==> src/rtl/pcf_pkg.sv <==
package pcf_pkg;

  // Page size in data bytes (power of two, 64 to 4096)
  localparam int unsigned PAGE_BYTES     = 4096;
  localparam int unsigned CRC_GAP_BYTES  = 4;
  localparam int unsigned POSITION_WIDTH = 32;

  // Internal position width: positions saturate at 32 bits at most
  localparam int unsigned POS_W  = (POSITION_WIDTH < 32) ? POSITION_WIDTH : 32;
  // Page fill and limit must hold PAGE_BYTES itself
  localparam int unsigned FILL_W = $clog2(PAGE_BYTES + 1);

  localparam int unsigned BYTE_W  = 8;
  localparam int unsigned PHASE_W = 12;
  localparam int unsigned CRC_W   = 32;
  localparam int unsigned OUT_W   = 32;
  localparam int unsigned LEN_W   = 13;

  localparam logic [CRC_W-1:0] CRC_POLY_REFL = 32'h82F6_3B78;
  localparam logic [CRC_W-1:0] CRC_INIT      = 32'hFFFF_FFFF;
  localparam logic [POS_W-1:0] POS_LIMIT     = {POS_W{1'b1}};

  typedef struct packed {
    logic [BYTE_W-1:0]  data_byte;
    logic               first_byte;
    logic [PHASE_W-1:0] page_phase;
    logic               last_byte;
  } item_t;

  typedef struct packed {
    logic [OUT_W-1:0] data_position;
    logic             crc_done;
    logic [CRC_W-1:0] crc_value;
    logic [OUT_W-1:0] gap_position;
    logic [LEN_W-1:0] page_length;
    logic [OUT_W-1:0] encoded_total;
    logic             end_of_read;
  } result_t;

endpackage

==> src/rtl/paged_crc32c_framer.sv <==
// Channel | Signals                                  | Beat
// --------+------------------------------------------+------------------------------
// input   | in_valid_i, in_ready_o, in_data_i        | one file byte + read flags
// output  | out_valid_o, out_ready_i, out_data_o     | wire position, page CRC info
//
// One beat in, one beat out; sustained rate one beat per cycle while out_ready_i stays high.
// Path: input register, then page/CRC logic into the result register.
// The byte-wide CRC32c fold and the saturating cursor adds set the longest register-to-register path.
// Reset restores page size limit, all-ones CRC and zeroed cursors; no clearing pass.
// An output stall holds the result register; the input register drains into it as
// soon as it frees, so in_ready_o stays high while the result is taken each cycle.
module paged_crc32c_framer (
  input  logic             clk_i,
  input  logic             rst_ni,
  input  logic             in_valid_i,
  output logic             in_ready_o,
  input  pcf_pkg::item_t   in_data_i,
  output logic             out_valid_o,
  input  logic             out_ready_i,
  output pcf_pkg::result_t out_data_o
);

  logic             s1_valid_q;
  pcf_pkg::item_t   s1_item_q;
  logic             out_valid_q;
  pcf_pkg::result_t out_data_q;

  logic             out_free;
  logic             s1_adv;
  pcf_pkg::result_t page_result;

  // The result register frees when empty or being taken this cycle
  assign out_free   = !out_valid_q || out_ready_i;
  assign s1_adv     = s1_valid_q && out_free;
  assign in_ready_o = !s1_valid_q || out_free;

  // Page state advances only when the staged beat moves into the result register
  pcf_page_ctl u_page_ctl (
    .clk_i    (clk_i),
    .rst_ni   (rst_ni),
    .adv_i    (s1_adv),
    .item_i   (s1_item_q),
    .result_o (page_result)
  );

  // Input stage: hold control under reset, payload without
  always_ff @(posedge clk_i or negedge rst_ni) begin
    if (!rst_ni) begin
      s1_valid_q <= 1'b0;
    end else if (in_ready_o) begin
      s1_valid_q <= in_valid_i;
    end
  end

  always_ff @(posedge clk_i) begin
    if (in_ready_o && in_valid_i) begin
      s1_item_q <= in_data_i;
    end
  end

  // Result stage: load on advance, drop valid when taken with nothing behind
  always_ff @(posedge clk_i or negedge rst_ni) begin
    if (!rst_ni) begin
      out_valid_q <= 1'b0;
    end else if (out_free) begin
      out_valid_q <= s1_valid_q;
    end
  end

  always_ff @(posedge clk_i) begin
    if (s1_adv) begin
      out_data_q <= page_result;
    end
  end

  assign out_valid_o = out_valid_q;
  assign out_data_o  = out_data_q;

  // A read's final beat always closes its page
  a_eor_closes: assert property (@(posedge clk_i) disable iff (!rst_ni)
    out_valid_o && out_data_o.end_of_read |-> out_data_o.crc_done)
    else $error("end of read without page close");

  // Closed pages carry a length between one byte and a full page
  a_len_range: assert property (@(posedge clk_i) disable iff (!rst_ni)
    out_valid_o && out_data_o.crc_done |->
      (out_data_o.page_length != '0) &&
      (out_data_o.page_length <= pcf_pkg::LEN_W'(pcf_pkg::PAGE_BYTES)))
    else $error("page length out of range");

  // Page fields stay clear on beats that close no page
  a_idle_fields: assert property (@(posedge clk_i) disable iff (!rst_ni)
    out_valid_o && !out_data_o.crc_done |->
      (out_data_o.crc_value == '0) && (out_data_o.page_length == '0) &&
      (out_data_o.gap_position == '0) && (out_data_o.encoded_total == '0))
    else $error("page fields set without page close");

  // The gap of a closed page never lies after its last data byte
  a_gap_order: assert property (@(posedge clk_i) disable iff (!rst_ni)
    out_valid_o && out_data_o.crc_done |->
      out_data_o.gap_position <= out_data_o.data_position)
    else $error("gap position beyond data position");

endmodule

==> src/rtl/pcf_crc_fold.sv <==
// Fold one byte into a reflected CRC32c remainder, one bit per step.
module pcf_crc_fold (
  input  logic [pcf_pkg::CRC_W-1:0]  crc_i,
  input  logic [pcf_pkg::BYTE_W-1:0] byte_i,
  output logic [pcf_pkg::CRC_W-1:0]  crc_o
);

  always_comb begin
    logic [pcf_pkg::CRC_W-1:0] c;
    c = crc_i ^ {{(pcf_pkg::CRC_W - pcf_pkg::BYTE_W){1'b0}}, byte_i};
    for (int i = 0; i < pcf_pkg::BYTE_W; i++) begin
      c = c[0] ? ((c >> 1) ^ pcf_pkg::CRC_POLY_REFL) : (c >> 1);
    end
    crc_o = c;
  end

endmodule

==> src/rtl/pcf_page_ctl.sv <==
// Page and wire cursor state; computes one result per item and updates on advance.
module pcf_page_ctl (
  input  logic             clk_i,
  input  logic             rst_ni,
  input  logic             adv_i,
  input  pcf_pkg::item_t   item_i,
  output pcf_pkg::result_t result_o
);

  localparam int unsigned SUM_W = pcf_pkg::POS_W + 1;

  logic [pcf_pkg::FILL_W-1:0] fill_q, fill_d;
  logic [pcf_pkg::FILL_W-1:0] limit_q, limit_d;
  logic [pcf_pkg::CRC_W-1:0]  crc_q, crc_d;
  logic [pcf_pkg::POS_W-1:0]  wire_q, wire_d;
  logic [pcf_pkg::POS_W-1:0]  gap_q, gap_d;
  logic [pcf_pkg::POS_W-1:0]  enc_q, enc_d;

  logic [pcf_pkg::FILL_W-1:0] fill0, limit0, fill1, phase_mod;
  logic [pcf_pkg::CRC_W-1:0]  crc0, crc1, crc2;
  logic [pcf_pkg::POS_W-1:0]  wire0, wire1, gap0, gap1, enc0, enc1, data_pos;
  logic [SUM_W-1:0]           sum_gap, sum_byte, sum_enc;
  logic                       open_page, close_page;

  pcf_crc_fold u_fold (
    .crc_i  (crc1),
    .byte_i (item_i.data_byte),
    .crc_o  (crc2)
  );

  always_comb begin
    // Restart cursors on the first beat of a read
    phase_mod = pcf_pkg::FILL_W'(item_i.page_phase)
              & pcf_pkg::FILL_W'(pcf_pkg::PAGE_BYTES - 1);
    fill0  = item_i.first_byte ? '0 : fill_q;
    limit0 = item_i.first_byte ? pcf_pkg::FILL_W'(pcf_pkg::PAGE_BYTES) - phase_mod
                               : limit_q;
    crc0   = item_i.first_byte ? pcf_pkg::CRC_INIT : crc_q;
    wire0  = item_i.first_byte ? '0 : wire_q;
    gap0   = item_i.first_byte ? '0 : gap_q;
    enc0   = item_i.first_byte ? '0 : enc_q;

    // Open a page: reserve the CRC gap ahead of its data
    open_page = (fill0 == '0);
    sum_gap   = SUM_W'(wire0) + SUM_W'(pcf_pkg::CRC_GAP_BYTES);
    gap1      = open_page ? wire0 : gap0;
    wire1     = !open_page ? wire0 :
                (sum_gap >= SUM_W'(pcf_pkg::POS_LIMIT)) ? pcf_pkg::POS_LIMIT
                                                         : sum_gap[pcf_pkg::POS_W-1:0];
    crc1      = open_page ? pcf_pkg::CRC_INIT : crc0;

    data_pos = wire1;
    sum_byte = SUM_W'(wire1) + SUM_W'(1);
    fill1    = fill0 + pcf_pkg::FILL_W'(1);

    close_page = (fill1 >= limit0) || item_i.last_byte;
    sum_enc    = SUM_W'(enc0) + SUM_W'(pcf_pkg::CRC_GAP_BYTES) + SUM_W'(fill1);
    enc1       = !close_page ? enc0 :
                 (sum_enc >= SUM_W'(pcf_pkg::POS_LIMIT)) ? pcf_pkg::POS_LIMIT
                                                          : sum_enc[pcf_pkg::POS_W-1:0];

    wire_d  = (sum_byte >= SUM_W'(pcf_pkg::POS_LIMIT)) ? pcf_pkg::POS_LIMIT
                                                       : sum_byte[pcf_pkg::POS_W-1:0];
    gap_d   = gap1;
    enc_d   = enc1;
    fill_d  = close_page ? '0 : fill1;
    limit_d = close_page ? pcf_pkg::FILL_W'(pcf_pkg::PAGE_BYTES) : limit0;
    crc_d   = close_page ? pcf_pkg::CRC_INIT : crc2;

    result_o.data_position = pcf_pkg::OUT_W'(data_pos);
    result_o.crc_done      = close_page;
    result_o.crc_value     = close_page ? ~crc2 : '0;
    result_o.gap_position  = close_page ? pcf_pkg::OUT_W'(gap1) : '0;
    result_o.page_length   = close_page ? pcf_pkg::LEN_W'(fill1) : '0;
    result_o.encoded_total = close_page ? pcf_pkg::OUT_W'(enc1) : '0;
    result_o.end_of_read   = item_i.last_byte;
  end

  always_ff @(posedge clk_i or negedge rst_ni) begin
    if (!rst_ni) begin
      fill_q  <= '0;
      limit_q <= pcf_pkg::FILL_W'(pcf_pkg::PAGE_BYTES);
      crc_q   <= pcf_pkg::CRC_INIT;
      wire_q  <= '0;
      gap_q   <= '0;
      enc_q   <= '0;
    end else if (adv_i) begin
      fill_q  <= fill_d;
      limit_q <= limit_d;
      crc_q   <= crc_d;
      wire_q  <= wire_d;
      gap_q   <= gap_d;
      enc_q   <= enc_d;
    end
  end

endmodule

==> config.mk <==
export PLATFORM = sky130hd
export DESIGN_NAME = paged_crc32c_framer
export DESIGN_NICKNAME = d
export VERILOG_FILES = /design/src/rtl/pcf_pkg.sv /design/src/rtl/paged_crc32c_framer.sv /design/src/rtl/pcf_crc_fold.sv /design/src/rtl/pcf_page_ctl.sv
export SDC_FILE = /design/constraint.sdc
export NUM_CORES = 1
export LEC_CHECK = 0
export BUFFER_PORTS_ARGS = -buffer_cell sky130_fd_sc_hd__buf_2
export CORE_MARGIN = 2
export CORE_UTILIZATION = 51
export DETAILED_ROUTE_END_ITERATION = 6
export GPL_TIMING_DRIVEN = 1
export MAX_ROUTING_LAYER = met4
export PLACE_DENSITY = 0.76
export SYNTH_ARGS = -nofsm -noshare
export SYNTH_HDL_FRONTEND = slang
export SYNTH_HIERARCHICAL = 1
export SYNTH_SLANG_ARGS = --single-unit
==> constraint.sdc <==
create_clock -name clk_i -period 6.44 [get_ports clk_i]
set_clock_uncertainty 0.2 [all_clocks]
set_input_delay 0.322 -clock clk_i [delete_from_list [all_inputs] [get_ports clk_i]]
set_output_delay 0.322 -clock clk_i [all_outputs]
set_load 0.1 [all_outputs]
==> metrics.csv, run 1 <==
stage,metric,value,unit
route,vias_per_cell,6.199,
global_routing,antenna_found_initial,1,
clock_tree,clkLatencyLatePin,0.58,ns
pwr,p_sw,2.904,mW
worst_setup_path,start_kind,flip-flop,
pwr,pwr-share-seq,36.3,%
worst_setup_path,path_class,flip-flop to flip-flop,
place,routabilityCongestion,1.013,
floorplanning,die_area,39160,sq um
pwr,cell_internal_pwr,4.717,mW
worst_setup_path,crit_path_end_kind,flip-flop,
worst_setup_path,crit_arrival,6.37,ns
sta,finalMaxSlewViolations,0,
clock_tree,clockBufferDepth,3,
clock_tree,cts_htree_levels,2,
floorplanning,rows,71,
pwr,ir_worst_vdd,0.3258,mV
clock_tree,path_clk_slew,0.06,ns
flow_run,cap_violations,0,
run_status,outcome,finished with violations,
clock_tree,cts_sinks,321,
synth,synth_top_area_share,25.84,%
place,hpwl,39.33,mm
floorplanning,initial_core_util,51.39,%
worst_setup_path,cp.required,6.71,ns
global_routing,grt_first_pass_wirelength,89.32,mm
sta,tns,0,ns
pwr,p_leak,9.257,nW
pwr,p_sw_share,38.10,%
global_routing,use_met3,4.633,%
place,port_buffers,170,
final_layout,fin_area,22280,sq um
route,wire_per_inst,22.12,um
sta,period_minus_slack,6.101,ns
worst_setup_path,path_max_fanout,11,
final_layout,syn2layout_area_growth,16.20,%
synth,yosysSeqAreaShare,46.41,%
pwr,pwr-share-comb,32.2,%
route,ant_nets,0,
sta,tightest_slew,1.114,ns
synth,synth_edf_count,165,
place,place_ws,0.4658,ns
worst_hold_path,hold_path_class,primary input to async pin,
synth,synth.most_common_cell,nor2_1,
synth,synthesis.area,19170,sq um
worst_setup_path,r2r_cells,21,
floorplanning,die_h,197.9,um
synth,yosysWarnings,6,
final_layout,fin_cells,2592,
clock_tree,cts_root_buf,clkbuf_16,
worst_setup_path,rr_startpoint,s1_item_q[13]$_DFFE_PP_,
global_routing,busiest_layer,met2,
synth,synth.area.top_cells,"edfxtp_1, dfrtp_1, dfstp_2",
sta,setup_viol,0,
synth,synthFlopType,edfxtp_1,
sta,period_share,94.73,%
route,drc,2,
worst_setup_path,rrSetupSlack,0.34,ns
sta,rsz0062_at_grt,false,
sta,hold_ws,0.1823,ns
global_routing,gr-total-overflow,0,
final_layout,fillers,3108,
floorplanning,design.core.area,37310,sq um
route,num_vias,16070,
global_routing,use_met2,48.23,%
global_routing,grt_start_max_net_pins,83,
worst_setup_path,r2r-end,u_page_ctl/wire_q[0]$_DFFE_PN0P_,
global_routing,grt_pass1_vias,15790,
sta,layout_setup_ws,0.3392,ns
run_status,failed_checks,DRC,
clock_tree,numCtsBuffers,38,
sta,max_slew_margin,25.66,%
place,place_area,20560,sq um
synth,async_flop_share,48.60,%
sta,fmax,0.1639,GHz
final_layout,drive_gt1_share,18.89,%
route,dr.pass1.iters,7,
pwr,p_clk_share,31.4,%
synth,synth_fp_nets,2000,
synth,netlist_instances,1927,
clock_tree,cts_tree,done,
sta,hold_violations,0,
global_routing,grtUsageMet1,37.68,%
synth,ys_top_cells_by_count,"nor2_1, nand2_1, edfxtp_1",
pwr,powerDensity,342.1,nW/um^2
global_routing,track_usage,30.38,%
route,routed_wirelength,57.33,mm
route,drtIter0Drc,1417,
floorplanning,ioPinCount,171,
place,place_inst,2494,
synth,synth.distinct_cells,102,
floorplanning,die_w,197.9,um
final_layout,nNetsFinal,2161,
synth,synth_area_per_cell,9.951,sq um
synth,yosys.area.top_type,edfxtp_1,
synth,synth-seq-cells,321,
per-stage QoR:
step / total power [mW] / utilization, %
after global placement: 5.173 / 55.11
final: 7.621 / 59.71
after global routing: 7.923 / 59.71
after floorplan: 4.592 / -
after CTS: 7.632 / 59.57
after detailed placement: 5.203 / 55.11
power by group through the flow:
stage          Clock, mW  Combinational, mW  Sequential [mW]
2_1_floorplan          0               1.14             3.46
3_3_place_gp           0               2.39             2.79
3_5_place_dp           0               2.41             2.79
4_1_cts             2.44               2.43             2.76
5_1_grt             2.52               2.60             2.80
6_report            2.40               2.46             2.77
registers in the layout (all words and copies together), names as in the netlist:
register            cells
out_data_o            143
u_page_ctl/crc_q       32
u_page_ctl/enc_q       32
u_page_ctl/gap_q       32
u_page_ctl/wire_q      32
s1_item_q              22
u_page_ctl/fill_q      13
u_page_ctl/limit_q     13
out_valid_o             1
s1_valid_q              1
worst max-delay path, stage by stage (launching register included):
cell and delay [ns]:
edfxtp_1 0.45, buf_4 0.19, buf_4 0.17, and3b_1 0.31
or4bb_1 0.55, or4_4 0.58, xnor2_1 0.16, nor4_2 0.25
nand4_1 0.19, a21oi_2 0.28, a21oi_1 0.10, inv_1 0.11
ha_1 0.18, nand2_1 0.13, nor4_2 0.37, nor2b_1 0.20
xnor2_1 0.16, nand4_1 0.11, or4_1 0.54, nor4_1 0.39
nand4b_1 0.19, a21oi_1 0.18
cell type report:
class	instances	area (sq um)	area share, %
Tap cell	474	593.1	2.662
Clock inverter	25	411.6	1.848
Sequential cell	321	8901	39.95
Clock buffer	44	993.5	4.459
Inverter	45	168.9	0.7581
Multi-Input combinational cell	1425	9622	43.19
Timing Repair Buffer	257	1588	7.126
Antenna cell	1	2.502	0.01123
per-layer routing:
layer	up-vias	share of wire [%]
li1	7299	-
met4	0	5.1
met3	183	6.5
met5	-	0
met2	687	48
met1	7900	40
layout by cell type, fill, tap and decap left out, types with 35 or more instances in the layout:
cell,count
ha_1,46
buf_4,60
xnor2_1,81
nand2_1,173
xor2_1,35
nor3_1,36
or3_1,42
nor2b_1,44
edfxtp_1,165
o21ai_0,66
clkbuf_16,38
buf_2,169
a21oi_1,149
o2bb2ai_1,36
inv_1,42
nand3_1,65
nor2_1,220
dfrtp_1,122
what timing repair did:
action / 4_1_cts / 5_1_grt
buffers inserted: 0 / 2
setup endpoints to repair: 0 / 2
endpoints found under the hold margin: 90 / 0
hold buffers: 26 / 0
gates resized for setup: 0 / 8
cells by family after synthesis:
family	after synthesis	synth area share (%)
AND/OR/NAND/NOR	776	20.99
AO/OA/AOI/OAI	427	14.75
flip-flops	321	46.41
buffers and inverters	181	3.804
XOR/XNOR	155	9.873
adder cells (fa/ha/maj)	47	3.106
multiplexers	20	1.064
worst max path at each step:
stage,start,to,slack (ns),cells past startpoint
after floorplan,s1_item_q[13]$_DFFE_PP_,u_page_ctl/wire_q[1]$_DFFE_PN0P_,0.04,29
after global placement,s1_item_q[13]$_DFFE_PP_,u_page_ctl/wire_q[1]$_DFFE_PN0P_,0.53,21
after detailed placement,s1_item_q[13]$_DFFE_PP_,u_page_ctl/wire_q[1]$_DFFE_PN0P_,0.47,21
after CTS,s1_item_q[13]$_DFFE_PP_,u_page_ctl/wire_q[0]$_DFFE_PN0P_,0.35,21
after global routing,u_page_ctl/wire_q[3]$_DFFE_PN0P_,u_page_ctl/wire_q[0]$_DFFE_PN0P_,0.06,23
final,s1_item_q[13]$_DFFE_PP_,u_page_ctl/wire_q[0]$_DFFE_PN0P_,0.34,21
Note: power is estimated with default switching activity, not from simulation.
==> inputs of run 2 (changes only) <==
CAP_MARGIN = 20   (was default)
PLACE_DENSITY = 0.73   (was 0.76)
clock period = 7 ns   (was 6.44 ns; I/O delays follow)
==> run 2 against run 1 <==
The flow now finishes without violations. Core utilization fell by 0.90 points. Via count is 1.7% lower. Routed wire length down 2.5%. Sequential power decreased by 7.6%. Hold slack worse by 0.079 ns. Critical path depth up 1. Sequential share of layout area increased by 0.61 points. Power fell by 12%. First-iteration DRC count grew 1.7%. Die area stayed put. Largest cell class unchanged. Largest power group unchanged.
==> metrics.csv, run 2 (synthesized netlist as in run 1, its figures left out) <==
stage,metric,value,unit
route,wl_met1,23.13,mm
floorplanning,rows,71,
clock_tree,numCtsBuffers,37,
global_routing,grt_first_pass_wirelength,87.83,mm
pwr,ir_worst_vdd,0.2359,mV
clock_tree,cts_htree_levels,2,
sta,rsz0062_at_grt,false,
final_layout,syn2layout_area_growth,14.44,%
worst_setup_path,critPathSlowestCell,or4_1,
worst_setup_path,path_max_fanout,11,
sta,period_minus_slack,6.439,ns
final_layout,top_register,out_data_o,
route,routed_wirelength,55.87,mm
route,dr.pass1.iters,5,
final_layout,layout_commonest_cell,nor2_1,
worst_setup_path,startpoint,u_page_ctl/wire_q[2]$_DFFE_PN0P_,
floorplanning,initial_core_util,51.39,%
worst_setup_path,crit_path_end_kind,flip-flop,
route,wl_met3,3.554,mm
global_routing,track_usage,29.77,%
sta,setup_viol,0,
worst_setup_path,crit_arrival,6.72,ns
final_layout,antenna_cells,0,
sta,hold_violations,0,
route,top_layer_used,met4,
global_routing,antenna_found_initial,0,
clock_tree,cts_sinks,321,
pwr,p_total,6.712,mW
run_status,outcome,finished clean,
worst_setup_path,crit_family,simple AND/OR/NAND/NOR gates,
clock_tree,clockBufferDepth,3,
global_routing,grt_start_max_net_pins,103,
worst_setup_path,path_class,flip-flop to flip-flop,
route,ant_nets,0,
sta,tns,0,ns
worst_setup_path,start_kind,flip-flop,
route,vias_per_cell,6.134,
floorplanning,die_area,39160,sq um
clock_tree,clkLatencyLatePin,0.57,ns
final_layout,nNetsFinal,2145,
clock_tree,postCtsSetupBuffers,0,
sta,tightest_slew,1.049,ns
place,routabilityCongestion,1.018,
route,num_vias,15790,
worst_setup_path,cp.required,7.28,ns
flow_run,cap_violations,0,
floorplanning,die_w,197.9,um
global_routing,grt_pass1_vias,15520,
worst_setup_path,crit_path_max_incr_delay,0.57,ns
clock_tree,path_clk_slew,0.06,ns
route,drtIter0Drc,1441,
sta,period_share,91.99,%
sta,max_slew_margin,29.84,%
global_routing,gr-total-overflow,0,
clock_tree,cts_root_buf,clkbuf_16,
clock_tree,cts_tree,done,
pwr,p_leak,9.099,nW
floorplanning,ioPinCount,171,
final_layout,drive_gt1_share,17.52,%
route,drc,0,
worst_setup_path,rr_startpoint,u_page_ctl/wire_q[2]$_DFFE_PN0P_,
worst_setup_path,worst-path-buf-inv,2,
floorplanning,die_h,197.9,um
route,route.met2.wl,27.21,mm
sta,fmax,0.1553,GHz
place,hpwl,38.05,mm
place,port_buffers,170,
sta,finalMaxSlewViolations,0,
route,wire_per_inst,21.70,um
worst_hold_path,hold_path_class,primary input to async pin,
pwr,powerDensity,305.9,nW/um^2
final_layout,final_cell_mix,"nor2_1, nand2_1, buf_2, edfxtp_1, a21oi_1",
worst_setup_path,path_cells,nor2b_2 -> ha_1 -> nand4_1 -> nor4_2 -> xnor2_1 -> or4_1 -> nor4_1 -> nand4_1 -> a21oi_2 -> a21oi_1 -> inv_1 -> ha_1 -> nand2_1 -> nor4_1 -> buf_4 -> nor2b_1 -> xnor2_1 -> nand4_1 -> or4_1 -> nor4_1 -> nand4b_1 -> a21oi_1,
floorplanning,design.core.area,37310,sq um
final_layout,largest_register_ffs,143,
==> run 2: power by group <==
part / switching, mW / total (mW) / internal [mW]
clock network: 0.799 / 1.95 / 1.15
registers: 0.220 / 2.56 / 2.34
logic: 1.59 / 2.20 / 0.609
total: 2.61 / 6.71 / 4.10
==> run 2: path summary, 6_finish.rpt <==
kind                       cells after the start  slack (ns)                                end
max                                           22        0.56   u_page_ctl/wire_q[1]$_DFFE_PN0P_
min in group clk_i                             1        0.28   u_page_ctl/gap_q[27]$_DFFE_PN0P_
min                                            2        0.10  u_page_ctl/wire_q[27]$_DFFE_PN0P_
min reg2reg                                    1        0.28   u_page_ctl/gap_q[27]$_DFFE_PN0P_
max in group asynchronous                      3        5.18   u_page_ctl/wire_q[7]$_DFFE_PN0P_
max reg2reg                                   22        0.56   u_page_ctl/wire_q[1]$_DFFE_PN0P_
==> run 2: repair_timing <==
action	CTS	global route
setup endpoints to repair	0	2
gates resized for setup	0	2
hold buffers	26	0
hold endpoints to repair	71	0
==> run 2: layout make-up <==
type / count / area, sq um
Tap cell: 474 / 593.1
Sequential cell: 321 / 8900
Timing Repair Buffer: 242 / 1483
Inverter: 45 / 168.9
Clock inverter: 19 / 217.7
Clock buffer: 49 / 991.0
Fill cell: 3165 / 15370
Multi-Input combinational cell: 1425 / 9590
==> run 2: stage by stage <==
| stage | instance area, sq um | hold WS, ns | setup WS, ns | std cells | utilization (%) |
|---|---|---|---|---|---|
| after floorplan | 19170 | -0.1456 | 0.2838 | 1927 | - |
| after global placement | 20450 | 0.1336 | 0.8134 | 2480 | 54.81 |
| after detailed placement | 20450 | 0.1324 | 0.6326 | 2480 | 54.81 |
| after CTS | 21920 | 0.09900 | 0.5676 | 2574 | 58.75 |
| after global routing | 21940 | 0.1391 | 0.007062 | 2575 | 58.81 |
| final | 21940 | 0.1029 | 0.5610 | 2575 | 58.81 |
==> run 2: layer usage <==
layer  up-vias  global-route usage (%)
met1      7781                   38.28
met3       132                   4.429
met5         -                       -
met2       604                   47.85
met4         0                   11.47
li1       7277                       -
